==> config.mk <==
export PLATFORM = sky130hd
export DESIGN_NAME = audio_imu_impact_detector_top
export DESIGN_NICKNAME = d
export VERILOG_FILES = /design/src/hdl/aiid_pkg.sv /design/src/hdl/audio_imu_impact_detector_top.sv /design/src/hdl/aiid_root.sv
export VERILOG_INCLUDE_DIRS = /design/src /design/src/hdl
export SDC_FILE = /design/constraint.sdc
export NUM_CORES = 2
export LEC_CHECK = 0
export ABC_AREA = 1
export BUFFER_PORTS_ARGS = -buffer_cell sky130_fd_sc_hd__buf_4
export CAP_MARGIN = 20
export CELL_PAD_IN_SITES_DETAIL_PLACEMENT = 0
export CELL_PAD_IN_SITES_GLOBAL_PLACEMENT = 1
export CORE_MARGIN = 8
export CORE_UTILIZATION = 29
export DETAILED_ROUTE_END_ITERATION = 16
export MAX_ROUTING_LAYER = met4
export PLACE_DENSITY_LB_ADDON = 0.12
export REMOVE_ABC_BUFFERS = 1
export SYNTH_ARGS = -nofsm -noshare
export SYNTH_HDL_FRONTEND = slang
export SYNTH_SLANG_ARGS = --single-unit
==> constraint.sdc <==
create_clock -name clock -period 8.5 [get_ports clock]
set_input_delay 0.425 -clock clock [delete_from_list [all_inputs] [get_ports clock]]
set_output_delay 0.425 -clock clock [all_outputs]
set_load 0.01 [all_outputs]
==> src/hdl/audio_imu_impact_detector_top_assert.svh <==
// assertion macros for the impact detector
`ifndef AUDIO_IMU_IMPACT_DETECTOR_TOP_ASSERT_SVH
`define AUDIO_IMU_IMPACT_DETECTOR_TOP_ASSERT_SVH
`ifndef SYNTHESIS
`define AIID_ASSERT(label, clk, rst, prop, msg) \
   label: assert property (@(posedge clk) disable iff (rst) prop) else $error(msg);
`define AIID_ASSERT_NR(label, clk, prop, msg) \
   label: assert property (@(posedge clk) prop) else $error(msg);
`else
`define AIID_ASSERT(label, clk, rst, prop, msg)
`define AIID_ASSERT_NR(label, clk, prop, msg)
`endif
`endif

==> src/hdl/aiid_pkg.sv <==
// ----------------------------------------------------------------------------
// aiid_pkg
// shared constants and types of the audio and motion impact detector
// ----------------------------------------------------------------------------
package aiid_pkg;
   localparam int FRAME_MAX = 512;
   localparam int FCNT_W = $clog2(FRAME_MAX + 1);
   localparam int SUM_W = 40;

   localparam logic [2:0] REG_ACCEL_THR = 3'd0;
   localparam logic [2:0] REG_REL_THR = 3'd1;
   localparam logic [2:0] REG_MIN_PEAK = 3'd2;
   localparam logic [2:0] REG_ALPHA = 3'd3;
   localparam logic [2:0] REG_WINDOW = 3'd4;
   localparam logic [2:0] REG_DEBOUNCE = 3'd5;

   typedef struct packed {
      logic start;
      logic [SUM_W-1:0] dividend;
      logic [FCNT_W-1:0] divisor;
   } root_req_type;

   typedef struct packed {
      logic done;
      logic [15:0] root;
   } root_rsp_type;
endpackage

==> src/hdl/audio_imu_impact_detector_top.sv <==
// an audio item that ends no frame passes through S_AUD, an accel item through S_ACC
// a frame end passes S_AUD, S_ROOT, S_DEC, S_BASE and S_OUT (S_BASE skipped on a spike)
// 40 bit-serial divide steps and 16 root steps make up S_ROOT
// accel magnitude is squared one axis per cycle through a 16x16 multiplier
// a result waiting on rsp_tready holds back only the next frame end at its output
// synchronous active-high reset restores register defaults and clears frame, baseline and event state
// ----------------------------------------------------------------------------
// audio_imu_impact_detector_top
// frame rms, peak and zero-crossing analysis with moving baseline and motion
// confirmation of impacts
// ----------------------------------------------------------------------------
`include "audio_imu_impact_detector_top_assert.svh"
module audio_imu_impact_detector_top (
   input  logic clock,
   input  logic reset,
   input  logic req_tvalid,
   output logic req_tready,
   input  logic [95:0] req_tdata,  // sample, accel_x, accel_y, accel_z, time_ms
   input  logic req_tlast,
   input  logic req_tuser,         // op
   output logic rsp_tvalid,
   input  logic rsp_tready,
   output logic [47:0] rsp_tdata,  // rms, peak, crossings, audio_spike, impact
   input  logic csr_valid,
   output logic csr_ready,
   input  logic [2:0] csr_index,
   input  logic [31:0] csr_data
);
   localparam int FW = aiid_pkg::FCNT_W;
   localparam int SW = aiid_pkg::SUM_W;
   typedef enum logic [2:0] {S_IDLE, S_AUD, S_ACC, S_ROOT, S_DEC, S_BASE, S_OUT}
      state_type;

   state_type state_ff;
   logic [31:0] thr_ff;
   logic [15:0] rel_ff, minp_ff, alpha_ff, win_ff, deb_ff;
   logic [SW-1:0] sum_ff;
   logic [15:0] peak_ff;
   logic [8:0] cross_ff;
   logic [FW-1:0] fcnt_ff;
   logic prev_neg_ff;
   logic [24:0] base_ff;
   logic [31:0] mtime_ff, atime_ff, itime_ff;
   logic [15:0] samp_ff, ax_ff, ay_ff, az_ff;
   logic [31:0] now_ff;
   logic last_ff;
   logic [1:0] axis_ff;
   logic [33:0] mag_ff;
   logic [31:0] prod_ff;
   logic [15:0] rms_ff;
   logic spike_ff;
   logic [47:0] out_ff;
   logic out_v_ff;
   logic [1:0] bstep_ff;
   logic [41:0] acc_ff;

   aiid_pkg::root_req_type rreq;
   aiid_pkg::root_rsp_type rrsp;

   aiid_root u_root (.clock(clock), .reset(reset), .req(rreq), .rsp(rrsp));

   logic [15:0] amag;
   logic [31:0] asq;
   logic [SW:0] sum_add;
   logic [FW-1:0] fcnt_inc;
   logic frame_end;
   logic [15:0] axis_val, axis_abs;
   logic [31:0] aprod;
   logic [15:0] mul_a, mul_b;
   logic [31:0] mul_p;
   logic [31:0] dm, da, di;
   logic rec_m, rec_a, deb_ok;
   logic out_load;

   always_comb begin
      amag = samp_ff[15] ? 16'(-samp_ff) : samp_ff;
      asq = amag * amag;
      sum_add = {1'b0, sum_ff} + {9'd0, asq};
      fcnt_inc = fcnt_ff + 1'b1;
      frame_end = last_ff || ({1'b0, fcnt_inc} >= (FW+1)'(aiid_pkg::FRAME_MAX));
      axis_val = (axis_ff == 2'd0) ? ax_ff : (axis_ff == 2'd1) ? ay_ff : az_ff;
      axis_abs = axis_val[15] ? 16'(-axis_val) : axis_val;
      aprod = axis_abs * axis_abs;
      // shared multiplier for the three baseline products and the low relative-test product
      case (bstep_ff)
         2'd0: begin mul_a = alpha_ff; mul_b = rms_ff; end
         2'd1: begin mul_a = 16'(17'h10000 - {1'b0, alpha_ff}); mul_b = base_ff[15:0]; end
         2'd2: begin mul_a = 16'(17'h10000 - {1'b0, alpha_ff}); mul_b = {7'd0, base_ff[24:16]}; end
         default: begin mul_a = rel_ff; mul_b = base_ff[15:0]; end
      endcase
      mul_p = mul_a * mul_b;
      dm = now_ff - mtime_ff;
      da = now_ff - atime_ff;
      di = now_ff - itime_ff;
      rec_m = (mtime_ff != '0) && (dm < {16'd0, win_ff});
      rec_a = (atime_ff != '0) && (da < {16'd0, win_ff});
      deb_ok = di > {16'd0, deb_ff};
      rreq.start = (state_ff == S_AUD) && frame_end;
      rreq.dividend = (sum_add[SW]) ? {SW{1'b1}} : sum_add[SW-1:0];
      rreq.divisor = fcnt_inc;
      out_load = (state_ff == S_OUT) && (!out_v_ff || rsp_tready);
   end

   assign req_tready = (state_ff == S_IDLE);
   assign csr_ready = 1'b1;
   assign rsp_tvalid = out_v_ff;
   assign rsp_tdata = out_ff;

   // relative test: peak<<16 > base*rel, base split into low 16 and high 9 bits
   logic [41:0] rel_hi_ff;
   logic [47:0] rel_rhs;
   logic rel_ok, abs_ok;
   always_comb begin
      rel_rhs = {6'd0, rel_hi_ff} + {16'd0, prod_ff};
      rel_ok = {peak_ff, 16'd0} > rel_rhs;
      abs_ok = peak_ff > minp_ff;
   end

   always_ff @(posedge clock) begin
      if (reset) begin
         state_ff <= S_IDLE;
         thr_ff <= 32'd150994944;
         rel_ff <= 16'd768;
         minp_ff <= 16'd8000;
         alpha_ff <= 16'd6554;
         win_ff <= 16'd200;
         deb_ff <= 16'd1000;
         sum_ff <= '0;
         peak_ff <= '0;
         cross_ff <= '0;
         fcnt_ff <= '0;
         prev_neg_ff <= 1'b0;
         base_ff <= '0;
         mtime_ff <= '0;
         atime_ff <= '0;
         itime_ff <= '0;
         out_v_ff <= 1'b0;
         bstep_ff <= '0;
      end else begin
         if (csr_valid) begin
            case (csr_index)
               aiid_pkg::REG_ACCEL_THR: thr_ff <= csr_data;
               aiid_pkg::REG_REL_THR: rel_ff <= csr_data[15:0];
               aiid_pkg::REG_MIN_PEAK: minp_ff <= csr_data[15:0];
               aiid_pkg::REG_ALPHA: alpha_ff <= csr_data[15:0];
               aiid_pkg::REG_WINDOW: win_ff <= csr_data[15:0];
               aiid_pkg::REG_DEBOUNCE: deb_ff <= csr_data[15:0];
               default: ;
            endcase
         end
         if (out_load) out_v_ff <= 1'b1;
         else if (out_v_ff && rsp_tready) out_v_ff <= 1'b0;
         case (state_ff)
            S_IDLE: begin
               if (req_tvalid && req_tready) begin
                  samp_ff <= req_tdata[15:0];
                  ax_ff <= req_tdata[31:16];
                  ay_ff <= req_tdata[47:32];
                  az_ff <= req_tdata[63:48];
                  now_ff <= req_tdata[95:64];
                  last_ff <= req_tlast;
                  axis_ff <= '0;
                  mag_ff <= '0;
                  state_ff <= req_tuser ? S_ACC : S_AUD;
               end
            end
            S_ACC: begin
               if (axis_ff == 2'd2) begin
                  if (mag_ff + {2'd0, aprod} > {2'd0, thr_ff}) mtime_ff <= now_ff;
                  state_ff <= S_IDLE;
               end else begin
                  mag_ff <= mag_ff + {2'd0, aprod};
               end
               axis_ff <= axis_ff + 2'd1;
            end
            S_AUD: begin
               if (amag > peak_ff) peak_ff <= amag;
               if (fcnt_ff != '0 && (prev_neg_ff != samp_ff[15]) && cross_ff != 9'h1FF)
                  cross_ff <= cross_ff + 9'd1;
               if (frame_end) begin
                  state_ff <= S_ROOT;
               end else begin
                  sum_ff <= sum_add[SW] ? {SW{1'b1}} : sum_add[SW-1:0];
                  prev_neg_ff <= samp_ff[15];
                  fcnt_ff <= fcnt_inc;
                  state_ff <= S_IDLE;
               end
               bstep_ff <= 2'd3;
            end
            S_ROOT: begin
               // relative test products computed here while the root runs
               if (bstep_ff == 2'd3) begin
                  prod_ff <= mul_p;
                  bstep_ff <= 2'd2;
               end else if (bstep_ff == 2'd2) begin
                  rel_hi_ff <= 42'(rel_ff * base_ff[24:16]) << 16;
               end
               if (rrsp.done) begin
                  rms_ff <= rrsp.root;
                  state_ff <= S_DEC;
               end
            end
            S_DEC: begin
               spike_ff <= rel_ok && abs_ok;
               bstep_ff <= 2'd0;
               acc_ff <= 42'd32768;
               state_ff <= (rel_ok && abs_ok) ? S_OUT : S_BASE;
               if (rel_ok && abs_ok) atime_ff <= now_ff;
            end
            S_BASE: begin
               case (bstep_ff)
                  2'd0: acc_ff <= acc_ff + (42'(mul_p) << 8);
                  2'd1: acc_ff <= acc_ff + 42'(mul_p);
                  default: acc_ff <= acc_ff + (42'(mul_p) << 16)
                     + ((alpha_ff == '0) ? (42'(base_ff) << 16) : 42'd0);
               endcase
               if (bstep_ff == 2'd2) state_ff <= S_OUT;
               bstep_ff <= bstep_ff + 2'd1;
            end
            S_OUT: begin
               if (out_load) begin
                  if (!spike_ff) base_ff <= acc_ff[40:16];
                  out_ff <= {5'd0, (rec_m && rec_a && deb_ok), spike_ff, cross_ff,
                             peak_ff, rms_ff};
                  if (rec_m && rec_a && deb_ok) begin
                     itime_ff <= now_ff;
                     mtime_ff <= '0;
                     atime_ff <= '0;
                  end
                  sum_ff <= '0;
                  peak_ff <= '0;
                  cross_ff <= '0;
                  fcnt_ff <= '0;
                  prev_neg_ff <= 1'b0;
                  state_ff <= S_IDLE;
               end
            end
            default: state_ff <= S_IDLE;
         endcase
      end
   end

   `AIID_ASSERT(a_no_accept_busy, clock, reset, (state_ff != S_IDLE) |-> !req_tready, "busy accept")
   `AIID_ASSERT(a_out_hold, clock, reset, (rsp_tvalid && !rsp_tready) |=> rsp_tvalid, "result dropped")
   `AIID_ASSERT(a_root_in_root, clock, reset, rrsp.done |-> (state_ff == S_ROOT), "stray root")
endmodule

==> src/hdl/aiid_root.sv <==
// ----------------------------------------------------------------------------
// aiid_root
// bit-serial divide of the frame energy by sample count, then bit-serial
// integer square root of the saturated mean
// ----------------------------------------------------------------------------
module aiid_root (
   input  logic clock,
   input  logic reset,
   input  aiid_pkg::root_req_type req,
   output aiid_pkg::root_rsp_type rsp
);
   typedef enum logic [1:0] {S_IDLE, S_DIV, S_ROOT} state_type;
   localparam int SW = aiid_pkg::SUM_W;
   localparam int FW = aiid_pkg::FCNT_W;

   state_type state_ff;
   logic [5:0] cnt_ff;
   logic [SW-1:0] num_ff;          // shifts out dividend, shifts in quotient
   logic [FW-1:0] rem_ff;
   logic [FW-1:0] den_ff;
   logic [31:0] x_ff;              // radicand digits
   logic [15:0] r_ff;              // partial remainder
   logic [15:0] q_ff;
   logic done_ff;

   logic [FW:0] rem_sh;
   logic [FW:0] rem_sub;
   logic [17:0] r_sh;
   logic [17:0] trial;

   always_comb begin
      rem_sh = {rem_ff, num_ff[SW-1]};
      rem_sub = rem_sh - {1'b0, den_ff};
      r_sh = {r_ff, x_ff[31:30]};
      trial = {q_ff, 2'b01};
   end

   always_ff @(posedge clock) begin
      if (reset) begin
         state_ff <= S_IDLE;
         done_ff <= 1'b0;
         cnt_ff <= '0;
      end else begin
         done_ff <= 1'b0;
         case (state_ff)
            S_IDLE: begin
               if (req.start) begin
                  num_ff <= req.dividend;
                  den_ff <= req.divisor;
                  rem_ff <= '0;
                  cnt_ff <= 6'(SW - 1);
                  state_ff <= S_DIV;
               end
            end
            S_DIV: begin
               if (rem_sub[FW] == 1'b0) begin
                  rem_ff <= rem_sub[FW-1:0];
                  num_ff <= {num_ff[SW-2:0], 1'b1};
               end else begin
                  rem_ff <= rem_sh[FW-1:0];
                  num_ff <= {num_ff[SW-2:0], 1'b0};
               end
               if (cnt_ff == '0) begin
                  state_ff <= S_ROOT;
                  cnt_ff <= 6'd15;
               end else begin
                  cnt_ff <= cnt_ff - 6'd1;
               end
            end
            S_ROOT: begin
               if (r_sh >= trial) begin
                  r_ff <= 16'(r_sh - trial);
                  q_ff <= {q_ff[14:0], 1'b1};
               end else begin
                  r_ff <= r_sh[15:0];
                  q_ff <= {q_ff[14:0], 1'b0};
               end
               x_ff <= {x_ff[29:0], 2'b00};
               if (cnt_ff == '0) begin
                  state_ff <= S_IDLE;
                  done_ff <= 1'b1;
               end else begin
                  cnt_ff <= cnt_ff - 6'd1;
               end
            end
            default: state_ff <= S_IDLE;
         endcase
         // load the saturated mean as the division finishes
         if (state_ff == S_DIV && cnt_ff == '0) begin
            x_ff <= (num_ff[SW-2:31] != '0) ? 32'hFFFF_FFFF
                    : {num_ff[30:0], ~rem_sub[FW]};
            r_ff <= '0;
            q_ff <= '0;
         end
      end
   end

   assign rsp.done = done_ff;
   assign rsp.root = q_ff;
endmodule
==> impl_metrics.py <==
metrics = {
    "worst_setup_path": {
        "crit_arrival_ns": 9.80,
        "cp.required_ns": 9.07,
        "startpoint_type": "register",
        "crit_path_end_kind": "register",
        "cpPeakStageDelay_ns": 0.58,
        "regToRegStartpoint": "axis_ff[0]$_SDFFCE_PN0P_",
        "cp_num_buf_inv": 14,
        "crit_fanout": 8,
        "cpMaxStageDelayCell": "fa_2",
        "r2r_end": "mtime_ff[29]$_SDFFE_PP0P_",
        "crit_family": "adder cells",
        "worstRegToRegCells": 48,
        "r2r_slack_ns": -0.73,
        "crit_type": "register to register",
    },
    "yosys": {
        "syn_area_mm2": 0.0766,
        "ys_warn_count": 0,
        "yosys.area.top_type_share_pct": 18.6,
        "syn_area_per_cell_um2": 7.72,
        "synth.distinct_cells": 68,
        "synthArstFlopShare_pct": 0,
        "synth_seq_cells": 739,
        "netlist_instances": 9925,
        "synth_area_leaders": "fa_1 (19%), edfxtp_1 (16%), ha_1 (12%)",
        "synth.most_common_cell": "inv_1",
        "ys_seq_area_share_pct": 24.7,
        "synthFlopType": "edfxtp_1",
        "synth_edf_count": 415,
        "ys_top_cells_by_count": "inv_1 (2,039), nand2_1 (1,934), nor2_1 (1,031)",
        "yosys.area.top_type": "fa_1",
    },
    "job": {
        "maxCapViolCount": 0,
    },
    "detailed_routing": {
        "first_pass_iters": 6,
        "wl_per_cell_um": 19.4,
        "wl_met2_mm": 136,
        "drt-initial-drc-count": 4071,
        "wl_met3_mm": 10.2,
        "route.antenna.remaining_nets": 0,
        "met1_length_mm": 136,
        "via_count": 69161,
        "drc": 0,
        "top_layer": "met4",
        "viasPerCell": 4.67,
        "routed_wirelength_mm": 288,
    },
    "placement": {
        "dpl_cell_area_mm2": 0.0892,
        "pre_cts_ws_ns": -1.38,
        "place_congestion": 0.912,
        "io_buffers": 182,
        "dpl.hpwl_mm": 231,
    },
    "run_status": {
        "status": "finished, violations left",
        "violations": "setup timing",
    },
    "die": {
        "dieArea_mm2": 0.281,
        "core_mm2": 0.263,
        "die_w_um": 530,
        "die_y_um": 530,
        "num_io_pins": 189,
        "rows": 188,
        "start_util_pct": 29.2,
    },
    "min_path": {
        "whs_endpoint": "win_ff[7]$_SDFFE_PP1P_",
        "hold_depth": 3,
        "hold_start": "csr_data[7]",
        "holdCritPathClass": "input pin to register",
    },
    "layout": {
        "final_layout_size_suffix_gt1_share_pct": 20.4,
        "final_nets": 12792,
        "regArea_mm2": 0.0190,
        "synthToLayoutAreaGrowth_pct": 29.0,
        "fill_cells": 27732,
        "fin_area_mm2": 0.0988,
        "multiInputGateArea_mm2": 0.0528,
    },
    "timing": {
        "max_freq_mhz": 108,
        "rsz0062_at_grt": "true",
        "setup_viol": 44,
        "fin_crit_ns": 9.23,
        "fin_skew_ns": 0.0383,
        "setup_slack_ns": -0.734,
        "relSlewSlack_pct": 27.1,
        "holdWs_ns": 0.123,
        "worst_pin_slew_ns": 1.09,
        "drv_slew": 0,
        "hold_viol": 0,
        "fin_crit_sh_pct": 109,
    },
    "global_routing": {
        "grt_usage_pct": 20.5,
        "grt_pass1_vias": 69941,
        "grt_max_degree": 83,
        "grt_pass1_wl_mm": 433,
        "antenna_found_initial": 19,
        "grt_remaining_overflow": 0,
    },
    "clocking": {
        "cts_root_buf": "clkbuf_16",
        "numCtsBuffers": 97,
        "worstSkewPairLatency_ns": 0.76,
        "path_clk_slew_ns": 0.06,
        "clock_path_buffers": 3,
        "cts_sinks": 739,
        "cts_max_level": 3,
        "cts_tree": "done",
    },
}
[cell usage in the layout, fill, tap and decap left out, types with 319 or more instances in the layout]
cell type	Yosys	final
fa_1	712	696
a21oi_1	757	629
ha_1	729	661
dfxtp_1	324	319
nand2_1	1934	1810
buf_4	15	1193
inv_1	2039	1945
edfxtp_1	415	415
o21ai_0	506	392
nor2_1	1031	927
[cell families after synthesis]
| group | synth area share [%] |
|---|---|
| AO/OA/AOI/OAI | 11.5 |
| XOR/XNOR | 2.64 |
| adder cells (fa/ha/maj) | 30.5 |
| buffers and inverters | 11.5 |
| flip-flops | 24.7 |
| other | 0.00980 |
| AND/OR/NAND/NOR | 19.2 |
[worst reg2reg max path: cells and delay by family (launching register included)]
| family | cells | cell delay, ns |
|---|---|---|
| buf+inv | 14 | 1.58 |
| simple gates | 16 | 1.57 |
| flops | 1 | 0.47 |
| xor+xnor | 1 | 0.30 |
| fa+ha+maj | 9 | 3.96 |
| compound gates | 8 | 1.20 |
[sequential cells by signal (all words and copies together) (netlist names), 34 cells and up]
| register | count |
|---|---|
| rsp_tdata | 43 |
| u_root.num_ff | 40 |
| sum_ff | 40 |
| acc_ff | 41 |
| mag_ff | 34 |
[stage by stage]
step                utilization [%]  cells  TNS, ns
floorplan                         -   9700   -56.11
global placement               34.0  14380   -65.48
detailed placement             34.0  14382   -63.30
CTS                            36.9  14774   -28.17
global route                   37.7  14813   -45.97
finish                         37.7  14814   -24.72
[timing repair]
| item | CTS | global route |
|---|---|---|
| gates resized for setup | 628 | 447 |
| hold buffers | 113 | 0 |
| hold endpoints to repair | 113 | 0 |
| setup endpoints to repair | 94 | 141 |
| pin swaps | 247 | 271 |
| cloned | 6 | 0 |
| setup buffers | 98 | 50 |
[worst max path at each step]
| stage | start | endpoint | slack (ns) | cells after the start |
|---|---|---|---|---|
| after floorplan | axis_ff[1]$_SDFFCE_PN0P_ | mtime_ff[0]$_SDFFE_PP0P_ | -1.53 | 51 |
| after global placement | axis_ff[0]$_SDFFCE_PN0P_ | mtime_ff[30]$_SDFFE_PP0P_ | -1.44 | 46 |
| after detailed placement | axis_ff[0]$_SDFFCE_PN0P_ | mtime_ff[23]$_SDFFE_PP0P_ | -1.38 | 46 |
| after CTS | axis_ff[0]$_SDFFCE_PN0P_ | mtime_ff[6]$_SDFFE_PP0P_ | -0.81 | 50 |
| after global routing | axis_ff[0]$_SDFFCE_PN0P_ | mtime_ff[10]$_SDFFE_PP0P_ | -1.20 | 50 |
| final | axis_ff[0]$_SDFFCE_PN0P_ | mtime_ff[29]$_SDFFE_PP0P_ | -0.73 | 48 |
[per-layer routing]
metal	vias to the layer above	global-route usage [%]
met1	33765	28.1
met3	240	1.72
met4	0	4.13
li1	33951	-
met5	-	-
met2	1205	33.4
[final cells by class]
cell class / count / area share [%]
Sequential cell: 739 / 19.2
Multi-Input combinational cell: 6889 / 53.4
Antenna cell: 3 / 0.00759
Tap cell: 3515 / 4.45
Inverter: 2073 / 7.92
Clock buffer: 121 / 2.70
Timing Repair Buffer: 1413 / 11.7
Clock inverter: 61 / 0.608
Power is left out: the tool's default activity adds up to more than one toggle a clock period on the data nets, which glitch-free logic cannot reach.
